--- src/rtl/core/pmp_pkg.sv ---
// pmp_pkg: payload types, controller states and command/status structs
// for the pose motion predictor. No dependencies.
package pmp_pkg;

   localparam int QONE = 16384;

   typedef struct packed {
      logic signed [31:0] pos_x;
      logic signed [31:0] pos_y;
      logic signed [31:0] pos_z;
      logic signed [15:0] quat_w;
      logic signed [15:0] quat_x;
      logic signed [15:0] quat_y;
      logic signed [15:0] quat_z;
   } req_type;

   typedef struct packed {
      logic signed [31:0] pred_x;
      logic signed [31:0] pred_y;
      logic signed [31:0] pred_z;
      logic signed [15:0] pred_qw;
      logic signed [15:0] pred_qx;
      logic signed [15:0] pred_qy;
      logic signed [15:0] pred_qz;
   } rsp_type;

   typedef enum logic [3:0] {
      ST_IDLE,
      ST_MUL1,
      ST_DOT,
      ST_NORM1,
      ST_MUL2,
      ST_NORM2,
      ST_DONE
   } state_type;

   // norm unit phases inside the datapath
   typedef enum logic [2:0] {
      NP_SQ,
      NP_SUM,
      NP_SQRT,
      NP_DIV,
      NP_FIN
   } nphase_type;

   typedef struct packed {
      logic load;      // capture input pose, restart product step
      logic mul_start; // step product lane
      logic sel_second;// product operand: 0 cur*conj(prev), 1 cur*nav
      logic dot;       // compute blend sum, update linear state
      logic norm_start;
      logic commit;    // store angular state
      logic publish;   // write result register
   } cmd_type;

   typedef struct packed {
      logic mul_done;
      logic norm_done;
   } sts_type;

endpackage

--- src/rtl/core/pmp_ctrl.sv ---
// pmp_ctrl: sequencing state machine for the pose motion predictor.
// Depends on pmp_pkg.
module pmp_ctrl (
   input  logic             clock,
   input  logic             reset,
   input  logic             req_valid,
   output logic             req_stall,
   output logic             rsp_valid,
   input  logic             rsp_stall,
   output pmp_pkg::cmd_type cmd,
   input  pmp_pkg::sts_type sts
);
   pmp_pkg::state_type state_ff, state_in;
   logic               full_ff, full_in;

   always_ff @(posedge clock) begin
      if (reset) begin
         state_ff <= pmp_pkg::ST_IDLE;
         full_ff  <= 1'b0;
      end else begin
         state_ff <= state_in;
         full_ff  <= full_in;
      end
   end

   assign rsp_valid = full_ff;
   assign req_stall = (state_ff != pmp_pkg::ST_IDLE);

   always_comb begin
      state_in = state_ff;
      full_in  = full_ff && rsp_stall;
      cmd      = '0;
      case (state_ff)
         pmp_pkg::ST_IDLE: begin
            if (req_valid) begin
               cmd.load = 1'b1;
               state_in = pmp_pkg::ST_MUL1;
            end
         end
         pmp_pkg::ST_MUL1: begin
            cmd.mul_start = 1'b1;
            if (sts.mul_done) state_in = pmp_pkg::ST_DOT;
         end
         pmp_pkg::ST_DOT: begin
            cmd.dot = 1'b1;
            state_in = pmp_pkg::ST_NORM1;
         end
         pmp_pkg::ST_NORM1: begin
            cmd.norm_start = 1'b1;
            if (sts.norm_done) begin
               cmd.commit = 1'b1;
               state_in = pmp_pkg::ST_MUL2;
            end
         end
         pmp_pkg::ST_MUL2: begin
            cmd.mul_start  = 1'b1;
            cmd.sel_second = 1'b1;
            if (sts.mul_done) state_in = pmp_pkg::ST_NORM2;
         end
         pmp_pkg::ST_NORM2: begin
            cmd.norm_start = 1'b1;
            cmd.sel_second = 1'b1;
            if (sts.norm_done) state_in = pmp_pkg::ST_DONE;
         end
         pmp_pkg::ST_DONE: begin
            if (!full_in) begin
               cmd.publish = 1'b1;
               full_in  = 1'b1;
               state_in = pmp_pkg::ST_IDLE;
            end
         end
         default: state_in = pmp_pkg::ST_IDLE;
      endcase
   end
endmodule

--- config.mk ---
export PLATFORM = sky130hd
export DESIGN_NAME = pmp_ctrl
export DESIGN_NICKNAME = d
export VERILOG_FILES = /design/src/rtl/core/pmp_pkg.sv /design/src/rtl/core/pmp_ctrl.sv
export SDC_FILE = /design/constraint.sdc
export NUM_CORES = 1
export LEC_CHECK = 0
export BUFFER_PORTS_ARGS = -buffer_cell sky130_fd_sc_hd__buf_2
export CORE_AREA = 2 2 39 41
export CTS_BUF_LIST = sky130_fd_sc_hd__clkbuf_16
export CTS_CLUSTER_DIAMETER = 30
export CTS_CLUSTER_SIZE = 14
export DETAILED_ROUTE_END_ITERATION = 10
export DIE_AREA = 0 0 41 43
export SYNTH_ARGS = -nofsm -noshare
export SYNTH_HDL_FRONTEND = slang
export SYNTH_SLANG_ARGS = --single-unit
--- constraint.sdc ---
create_clock -name clock -period 1.47 [get_ports clock]
set_input_delay 0.294 -clock clock [delete_from_list [all_inputs] [get_ports clock]]
set_output_delay 0.294 -clock clock [all_outputs]
set_load 0.05 [all_outputs]
After elaboration in Yosys (flattened, before gate mapping)
Index checks and enable logic that the tools add are counted.

word-level totals
  register bits after elaboration = 5
  output and inout port bits = 9

operators by class
  equality and inequality tests = 12
  mux-type cells = 18
  reductions and logical operators = 7

operators by type and width
  operator                                                          count
  4-bit one-hot mux with 7 select lines                             1
  4-bit 2-to-1 mux                                                  6
  4-bit by 3-bit == test with 1-bit output (second input constant)  3
  2-bit inequality test (second input constant)                     6
  1-bit 2-to-1 mux                                                  11
  4-bit by 2-bit == test with 1-bit output (second input constant)  2
  6-bit AND reduction                                               1
  2-bit OR reduction                                                3
  4-bit by 1-bit == test with 1-bit output (second input constant)  1
  4-bit logical NOT                                                 1
  4-bit nonzero test                                                1
  1-bit logical AND                                                 1

Longest topological paths before layout
Gate-level depths: netlist (run 1).

  word-level depth = 3
  gate-level depth with buffers = 5

Least setup slack after synthesis (run 1)
No wires, ideal clock.

  path type = flip-flop to output port
  start = register state_ff[0]
  end = output port cmd[6] (netlist bit)
  arrival time = 1.769 ns
  data required time = 1.176 ns
  slack = -0.593 ns
  cell stages (with the launch flop) = 4
  buffers on the path = 1
  cell sequence = dfxtp_1 -> buf_6 -> or3_1 -> nor2_1

RTL lines
  element                 line            text
  from (decl)             pmp_ctrl.sv:13  pmp_pkg::state_type state_ff, state_in;
  from (signal assigned)  pmp_ctrl.sv:18  state_ff <= pmp_pkg::ST_IDLE;
  from (signal assigned)  pmp_ctrl.sv:21  state_ff <= state_in;
  to (decl)               pmp_ctrl.sv:10  output pmp_pkg::cmd_type cmd,

==> results of run 1 <==
[kinds of logic (layout without fill, tap and decap cells)]
family	count (synthesis)	count (layout)	synth area share
xor+xnor	1	1	0.0292
buf+inv	8	25	0.154
compound gates	11	11	0.313
flops	4	4	0.267
simple gates	15	15	0.238
[area by class of cell]
cell class	instances	share of cell area
multi-input combinational	27	0.378
timing repair buffer	17	0.242
sequential	4	0.167
clock buffer	3	0.141
tap	16	0.0376
inverter	5	0.0352
[cell usage after synthesis]
library cell / number
sky130_fd_sc_hd__inv_1: 5
sky130_fd_sc_hd__nand2_1: 5
sky130_fd_sc_hd__dfxtp_1: 4
sky130_fd_sc_hd__nor2_1: 3
sky130_fd_sc_hd__a21oi_1: 2
sky130_fd_sc_hd__a221oi_2: 2
sky130_fd_sc_hd__buf_6: 2
sky130_fd_sc_hd__nor3_1: 2
sky130_fd_sc_hd__a211o_1: 1
sky130_fd_sc_hd__a21boi_0: 1
sky130_fd_sc_hd__a21o_1: 1
sky130_fd_sc_hd__buf_2: 1
sky130_fd_sc_hd__nand2b_1: 1
sky130_fd_sc_hd__nand3_1: 1
sky130_fd_sc_hd__nor2b_1: 1
sky130_fd_sc_hd__nor3b_1: 1
sky130_fd_sc_hd__o21a_1: 1
sky130_fd_sc_hd__o21ai_1: 1
sky130_fd_sc_hd__o311ai_1: 1
sky130_fd_sc_hd__o31a_1: 1
sky130_fd_sc_hd__or3_1: 1
sky130_fd_sc_hd__xnor2_1: 1
[timing repair]
| action | CTS | global route |
|---|---|---|
| buffers inserted | 1 | 0 |
| cloned | 0 | 0 |
| gates resized for setup | 11 | 9 |
| pin swaps | 1 | 2 |
| setup endpoints to repair | 8 | 8 |
[placed cells by master (no fill, tap or decap), types with 2 or more instances in the layout]
master                      synthesis  routed
sky130_fd_sc_hd__a221oi_2           2       2
sky130_fd_sc_hd__buf_2              1       7
sky130_fd_sc_hd__buf_4              0       4
sky130_fd_sc_hd__buf_6              2       3
sky130_fd_sc_hd__clkbuf_16          0       3
sky130_fd_sc_hd__clkbuf_4           0       2
sky130_fd_sc_hd__dfxtp_4            0       2
sky130_fd_sc_hd__inv_1              5       5
sky130_fd_sc_hd__nand2_1            5       5
[registers in the layout, summed over array words and instances, names as in the netlist]
signal / flops
state_ff: 3
rsp_valid: 1
[metrics by stage]
| step | TNS [ns] | area (µm²) |
|---|---|---|
| 3_3_place_gp | 0 | 395 |
| 3_5_place_dp | 0 | 395 |
| 6_report | -0.0202 | 533 |
| 2_1_floorplan | -0.436 | 318 |
| 4_1_cts | -0.0476 | 507 |
| 5_1_grt | -0.146 | 533 |
[power breakdown]
| group | internal, µW | switching, µW | leakage, µW |
|---|---|---|---|
| Clock | 347 | 72.2 | 0.0000370 |
| Combinational | 65.7 | 104 | 0.000168 |
| Sequential | 114 | 7.31 | 0.0000344 |
[metal layers]
layer  GRT usage  wire (µm)
met1       0.131        307
met2       0.153        338
met3      0.0209         65
met4      0.0600         18
met5           0          0
[worst paths after layout]
path	end	slack [ns]	start
min reg2reg	state_ff[1]	0.53	rsp_valid
max	cmd[6]	-0.02	state_ff[0]
min	state_ff[1]	0.29	reset
max reg2reg	state_ff[0]	0.34	state_ff[2]
==> results.json, run 1 <==
{
  "run_status": "finished, violations left",
  "violations": "setup timing",
  "required_ns": 1.18,
  "wire_per_inst_um": 10.1,
  "grt_start_max_net_pins": 10,
  "initial_core_util": 0.217,
  "final_min_period_over_clock_period": 1.01,
  "grt_first_pass_wirelength_mm": 1.26,
  "reg2reg_depth": 4,
  "synth_largest_area_cell": "sky130_fd_sc_hd__dfxtp_1",
  "number_of_port_buffers": 14,
  "worstSkewPairLatency_ns": 0.22,
  "yosys_warnings": 0,
  "dp_hpwl_um": 545,
  "dr_total_vias": 345,
  "fp.dieH_um": 43,
  "fin_worst_skew_ns": 0.00108,
  "cts_buffers": 3,
  "worst_slew_pin_slew_ns": 0.304,
  "startpoint_type": "register",
  "finalPower_uw": 710,
  "dpl_worst_slack_ns": 0.0345,
  "worst_path_largest_cell_delay_ns": 0.40,
  "final-instance-count-excl-fill": 72,
  "post_synth.cell_area_avg_um2": 7.70,
  "vdd_drop_max_mv": 1.05,
  "antenna-diode-count": 0,
  "placementRows": 14,
  "fmaxAchievable_mhz": 671,
  "netlist_instances": 39,
  "area_occupied_by_multi_input_gates_um2": 201,
  "postRouteAntennaNets": 0,
  "criticalPathCategory": "reg -> out",
  "i_o_pins": 15,
  "finalSetupViolCount": 1,
  "final.min_clock_period_ns": 1.49,
  "critPathCaptureType": "output pin",
  "grt_util_all_layers": 0.103,
  "firstDrtPassIters": 4,
  "core_area_um2": 1380,
  "syn2layout_area_growth_pct": 77.5,
  "grt-ovfl-total": 0,
  "htreeDepth": 1,
  "timing.critical_path.cells": "or3_4 -> nor2_4 -> buf_8",
  "via_per_inst": 4.79,
  "timing.final.max_slew_violations": 0,
  "timing.critical_path.arrival_ns": 1.20,
  "synth-seq-cells": 4,
  "fp.dieArea_um2": 1760,
  "fin_ws_ns": -0.0202,
  "route.detailed.drc": 0,
  "root_buffer": "sky130_fd_sc_hd__clkbuf_16",
  "final-seq-area_um2": 88.8,
  "synth_area_leaders": "sky130_fd_sc_hd__dfxtp_1 (27%), sky130_fd_sc_hd__a221oi_2 (10%), sky130_fd_sc_hd__buf_6 (7.5%)",
  "ys_seq_area_frac": 0.267,
  "die_width_um": 41,
  "cts.reportedPaths.clkPinSlew_ns": 0.03,
  "yosys.cell_types.count": 22,
  "wl_um": 729,
  "hold-worst-slack_ns": 0.285,
  "place.detailed.instances": 68,
  "yosysTopAreaCellShare": 0.267,
  "critical_path_cell_count": 3,
  "timing.critical_path.max_delay_family": "simple AND/OR/NAND/NOR gates",
  "timing.hold.worst_path_depth": 2,
  "clock_sink_count": 4,
  "share_of_post_route_cells_with_drive_strength_above_1": 0.554,
  "highest_fanout_seen_on_the_critical_path": 4,
  "max_cap_viol_count": 0,
  "synth_fp_nets": 45,
  "drt_first_iter_violations": 7,
  "cts_max_path_buffers": 2,
  "cpMaxStageDelayCell": "sky130_fd_sc_hd__or3_4",
  "cts-hold-fix-buffers": 0,
  "critical_path_buf_inv_count": 1,
  "unrepaired_setup_endpoints_after_global_routing": "yes",
  "hold_viol": 0,
  "cts_tree": "done",
  "hold_path_class": "in -> reg",
  "number_of_global_route_vias_before_repair": 318,
  "place.gp.congestion": 0.759,
  "worst_slew_margin_rel": 0.794,
  "fillCellCount": 140,
  "mappedNetlistArea_um2": 300,
  "nets": 64,
  "final_util": 0.385,
  "cellLeakagePower_uw": 0.000240,
  "power.density_cell_area_nw_per_um2": 1330,
  "antenna_found_initial": 0
}
Note: power is estimated with default switching activity, not from simulation.
==> run 2, diff against run 1 <==
--- a/config.mk
+++ b/config.mk
@@ -12,6 +12,7 @@
 export CTS_CLUSTER_SIZE = 14
 export DETAILED_ROUTE_END_ITERATION = 10
 export DIE_AREA = 0 0 41 43
+export MAX_ROUTING_LAYER = met4
 export SYNTH_ARGS = -nofsm -noshare
 export SYNTH_HDL_FRONTEND = slang
 export SYNTH_SLANG_ARGS = --single-unit
==> constraint.sdc (replaced) <==
create_clock -name clock -period 1.7 [get_ports clock]
set_input_delay 0.34 -clock clock [delete_from_list [all_inputs] [get_ports clock]]
set_output_delay 0.34 -clock clock [all_outputs]
set_load 0.05 [all_outputs]
==> run 2 against run 1 <==
Register-to-register slack better by 0.25 ns; design area down 13%; clock power decreased by 14%; non-clock buffer count is 3 lower; count of clock-buffer cells in the layout unchanged; routed wire length down 3.2%; the run now ends clean; sequential cell count stayed put; first-iteration DRC count fell by 100%.
==> results.json, run 2 (same netlist as run 1, synthesis figures left out) <==
{
  "syn2layout_area_growth_pct": 53.8,
  "via_per_inst": 4.49,
  "cts_buffers": 3,
  "grt_util_all_layers": 0.109,
  "dpl_worst_slack_ns": 0.179,
  "die_width_um": 41,
  "route.detailed.drc": 0,
  "hold_path_class": "in -> reg",
  "finalPower_uw": 591,
  "setup-tns-final_ns": 0,
  "antenna_found_initial": 0,
  "worstSkewPairLatency_ns": 0.22,
  "firstDrtPassIters": 1,
  "grt_first_pass_wirelength_mm": 1.19,
  "worst_slew_pin_slew_ns": 0.329,
  "cts-hold-fix-buffers": 0,
  "worst_path_largest_cell_delay_ns": 0.42,
  "cellLeakagePower_uw": 0.000220,
  "final_min_period_over_clock_period": 0.949,
  "fp.dieArea_um2": 1760,
  "dr_total_vias": 310,
  "vdd_drop_max_mv": 0.608,
  "timing.critical_path.arrival_ns": 1.27,
  "required_ns": 1.36,
  "final_area_um2": 462,
  "initial_core_util": 0.217,
  "postRouteAntennaNets": 0,
  "wl_um": 706,
  "criticalPathCategory": "reg -> out",
  "highest_fanout_seen_on_the_critical_path": 11,
  "drt_first_iter_violations": 0,
  "antenna-diode-count": 0,
  "area_occupied_by_multi_input_gates_um2": 185,
  "cts_tree": "done",
  "htreeDepth": 1,
  "cts_max_path_buffers": 2,
  "unrepaired_setup_endpoints_after_global_routing": "no",
  "timing.critical_path.cells": "or3_1 -> nor2_2 -> buf_6",
  "number_of_global_route_vias_before_repair": 307,
  "largest_register_ff_count": 3,
  "power.density_cell_area_nw_per_um2": 1280,
  "placed_cell_area_um2": 374,
  "place.gp.congestion": 0.782,
  "worst_slew_margin_rel": 0.777,
  "final.min_clock_period_ns": 1.61,
  "layout_commonest_cell": "sky130_fd_sc_hd__buf_2",
  "wire_per_inst_um": 10.2,
  "max_cap_viol_count": 0,
  "regMostFlops": "state_ff",
  "fin_worst_skew_ns": 0.000127,
  "hold_viol": 0,
  "cts.reportedPaths.clkPinSlew_ns": 0.03,
  "cts_post_setup_buffers_inserted": 0,
  "share_of_post_route_cells_with_drive_strength_above_1": 0.472,
  "fp.dieH_um": 43,
  "fin_ws_ns": 0.0866,
  "i_o_pins": 15,
  "root_buffer": "sky130_fd_sc_hd__clkbuf_16",
  "placementRows": 14,
  "fmaxAchievable_mhz": 620,
  "number_of_port_buffers": 14,
  "cpMaxStageDelayCell": "sky130_fd_sc_hd__or3_1",
  "core_area_um2": 1380,
  "clock_sink_count": 4,
  "finalSetupViolCount": 0,
  "hold-worst-slack_ns": 0.330,
  "grt_start_max_net_pins": 14,
  "startpoint_type": "register",
  "final-seq-area_um2": 83.8,
  "fillCellCount": 151,
  "nets": 61,
  "final_cell_mix": "sky130_fd_sc_hd__buf_2 (12), sky130_fd_sc_hd__inv_1 (5), sky130_fd_sc_hd__nand2_1 (5)",
  "timing.final.max_slew_violations": 0,
  "critPathCaptureType": "output pin",
  "run_status": "finished, final reports clean",
  "grt-ovfl-total": 0
}
==> run 2: changes by cell type in the layout (fill, tap and decap cells not counted), sizes merged <==
cell / delta
buf: -2
clkbuf: -1
==> run 2: area by class of cell <==
| class | count | area share |
|---|---|---|
| Multi-Input combinational cell | 27 | 0.401 |
| Inverter | 5 | 0.0407 |
| Timing Repair Buffer | 14 | 0.171 |
| Sequential cell | 4 | 0.182 |
| Clock buffer | 3 | 0.163 |
| Tap cell | 16 | 0.0434 |
==> run 2: per-layer routing <==
metal	routed length, µm	global-route usage	share of wire
met2	311	0.144	0.44
met3	44	0.0157	0.062
met1	339	0.125	0.48
met4	11	0.120	0.016
met5	0	-	0
==> run 2: where the power goes <==
part | internal, µW | switching [µW]
clock | 300 | 61.3
sequential | 101 | 13.8
combinational | 37.8 | 77.0
total | 439 | 152
==> run 2: metrics by stage <==
step           std cells  utilization
6_report              69        0.334
5_1_grt               69        0.334
4_1_cts               69        0.328
3_5_place_dp          66        0.270
3_3_place_gp          66        0.270
2_1_floorplan         39            -
==> run 2: path summary, 6_finish.rpt <==
check,from,cells after the start,slack (ns),to
setup / recovery,state_ff[0],3,0.09,cmd[6]
hold / removal,reset,2,0.33,state_ff[0]
hold reg to reg,rsp_valid,2,0.53,state_ff[1]
setup reg to reg,state_ff[2],3,0.59,state_ff[0]
==> run 2: critical path: cells and delay by family, from the launching register on <==
| family | cells | cell delay (ns) |
|---|---|---|
| AND/OR/NAND/NOR | 2 | 0.53 |
| flip-flops | 1 | 0.37 |
| buffers and inverters | 1 | 0.16 |
==> run 2: timing repair <==
action,CTS,global route
endpoints found under the setup margin,2,4
gates resized for setup,3,3
pin swaps,0,0
==> run 3, diff against run 2 <==
--- a/config.mk
+++ b/config.mk
@@ -13,6 +13,8 @@
 export DETAILED_ROUTE_END_ITERATION = 10
 export DIE_AREA = 0 0 41 43
 export MAX_ROUTING_LAYER = met4
+export PLACE_DENSITY = 0.48
+export SLEW_MARGIN = 20
 export SYNTH_ARGS = -nofsm -noshare
 export SYNTH_HDL_FRONTEND = slang
 export SYNTH_SLANG_ARGS = --single-unit
==> run 3 against run 2 <==
Worst hold slack got worse by 0.0026 ns; combinational power about the same; sequential power about the same; sequential share of layout area decreased by 0.098 points; global-route usage decreased by 0.69 points; power increased by 0.24%; critical path depth unchanged; final cell count unchanged; count of clock-buffer cells in the layout unchanged; clock power about the same; sequential cell count unchanged; routed wire length increased by 1.7%.
==> results.json, run 3 (same netlist as run 1, synthesis figures left out) <==
{
  "timing.hold.worst_path_depth": 2,
  "fp.dieH_um": 43,
  "drt_first_iter_violations": 7,
  "fmaxAchievable_mhz": 621,
  "p_switching_uw": 153,
  "worstSkewPairLatency_ns": 0.22,
  "wl_um": 718,
  "core_area_um2": 1380,
  "place.gp.congestion": 0.625,
  "antenna-diode-count": 0,
  "root_buffer": "sky130_fd_sc_hd__clkbuf_16",
  "number_of_port_buffers": 14,
  "die_width_um": 41,
  "min_from": "reset",
  "fp.dieArea_um2": 1760,
  "reg2reg_depth": 3,
  "number_of_global_route_vias_before_repair": 274,
  "fin_worst_skew_ns": 0.00340,
  "cts_buffers": 3,
  "fillCellCount": 158,
  "criticalPathCategory": "reg -> out",
  "grt_util_all_layers": 0.102,
  "antenna_found_initial": 0,
  "final_min_period_over_clock_period": 0.947,
  "timing.final.max_slew_violations": 0,
  "hold_path_end": "state_ff[1]",
  "layout_commonest_cell": "sky130_fd_sc_hd__buf_2",
  "flop2flop_setup_slack_ns": 0.56,
  "timing.critical_path.arrival_ns": 1.27,
  "required_ns": 1.36,
  "max_cap_viol_count": 0,
  "startpoint_type": "register",
  "busiest_layer": "met1",
  "wire_per_inst_um": 10.4,
  "power.density_cell_area_nw_per_um2": 1280,
  "regMostFlops": "state_ff",
  "setup-tns-final_ns": 0,
  "worst_r2r_startpoint": "state_ff[2]",
  "cellLeakagePower_uw": 0.000220,
  "cts_max_path_buffers": 2,
  "route.detailed.drc": 0,
  "i_o_pins": 15,
  "area_occupied_by_multi_input_gates_um2": 188,
  "grt-ovfl-total": 0,
  "syn2layout_area_growth_pct": 54.6,
  "power.switching_fraction": 0.258,
  "cts_tree": "done",
  "firstDrtPassIters": 4,
  "largest_register_ff_count": 3,
  "via_per_inst": 4.42,
  "grt_first_pass_wirelength_mm": 1.09,
  "run_status": "finished, final reports clean",
  "clock_sink_count": 4,
  "worst_slew_pin_slew_ns": 0.319,
  "power_share_of_the_combinational_group": 0.192,
  "nets": 61,
  "worst_slew_margin_rel": 0.784,
  "unrepaired_setup_endpoints_after_global_routing": "no",
  "htreeDepth": 1,
  "final_util": 0.335,
  "highest_fanout_seen_on_the_critical_path": 11,
  "fin_ws_ns": 0.0901,
  "placed_cell_area_um2": 374,
  "regToRegEndpoint": "state_ff[0]",
  "final-seq-area_um2": 83.8,
  "finalSetupViolCount": 0,
  "hold_viol": 0,
  "dr_total_vias": 305,
  "grt_start_max_net_pins": 14,
  "hold-worst-slack_ns": 0.327,
  "final_cell_mix": "sky130_fd_sc_hd__buf_2 (12), sky130_fd_sc_hd__inv_1 (5), sky130_fd_sc_hd__nand2_1 (5)",
  "cts.reportedPaths.clkPinSlew_ns": 0.03,
  "dp_hpwl_um": 524,
  "initial_core_util": 0.217,
  "cellInternalPower_uw": 439,
  "postRouteAntennaNets": 0,
  "power_frac_clock": 0.613,
  "gr-usage-met2": 0.116,
  "vdd_drop_max_mv": 0.863,
  "share_of_post_route_cells_with_drive_strength_above_1": 0.491,
  "met1_usage": 0.123,
  "hold_path_class": "in -> reg",
  "final_area_um2": 464,
  "placementRows": 14,
  "use_met3": 0.0471,
  "final.min_clock_period_ns": 1.61,
  "sequential_power_share": 0.195,
  "critPathCaptureType": "output pin",
  "dpl_worst_slack_ns": 0.175
}
[run 3: how the worst max path moves through the flow]
stage / cells after the start / end / startpoint
4_1_cts: 3 / cmd[0] / state_ff[2]
5_1_grt: 3 / cmd[6] / state_ff[0]
3_5_place_dp: 3 / cmd[6] / state_ff[0]
6_report: 3 / cmd[6] / state_ff[0]
3_3_place_gp: 3 / cmd[6] / state_ff[0]
2_1_floorplan: 3 / cmd[6] / state_ff[0]
[run 3: power groups by stage]
| stage | clock, µW | combinational (µW) | sequential, µW |
|---|---|---|---|
| after global routing | 377 | 122 | 117 |
| after global placement | 0 | 110 | 115 |
| final | 363 | 113 | 116 |
| after detailed placement | 0 | 110 | 115 |
| after floorplan | 0 | 104 | 103 |
| after CTS | 368 | 112 | 115 |
[run 3: worst max-delay path, stage by stage, from the launching register on]
cell and delay (ns):
sky130_fd_sc_hd__dfxtp_2 0.37, sky130_fd_sc_hd__or3_1 0.41, sky130_fd_sc_hd__nor2_2 0.10, sky130_fd_sc_hd__buf_6 0.16
[run 3: stage by stage]
| stage | total power (µW) | instances |
|---|---|---|
| 2_1_floorplan | 207 | 39 |
| 3_5_place_dp | 225 | 66 |
| 6_report | 592 | 69 |
| 3_3_place_gp | 225 | 66 |
| 5_1_grt | 616 | 69 |
| 4_1_cts | 595 | 69 |
[run 3: what timing repair did]
action,CTS,global route
hold buffers,0,0
buffers inserted,0,0
setup endpoints to repair,2,4
gates resized for setup,3,4
cloned,0,0
[run 3: per-layer routing]
metal / part of all wire / vias up
li1: - / 162
met1: 0.48 / 132
met2: 0.45 / 9
met3: 0.052 / 2
met4: 0.017 / 0
met5: 0 / -
[run 3: cell type report]
cell class,count,share of cell area
Multi-Input combinational cell,27,0.404
Sequential cell,4,0.181
Timing Repair Buffer,14,0.170
Clock buffer,3,0.162
Tap cell,16,0.0431
Inverter,5,0.0404
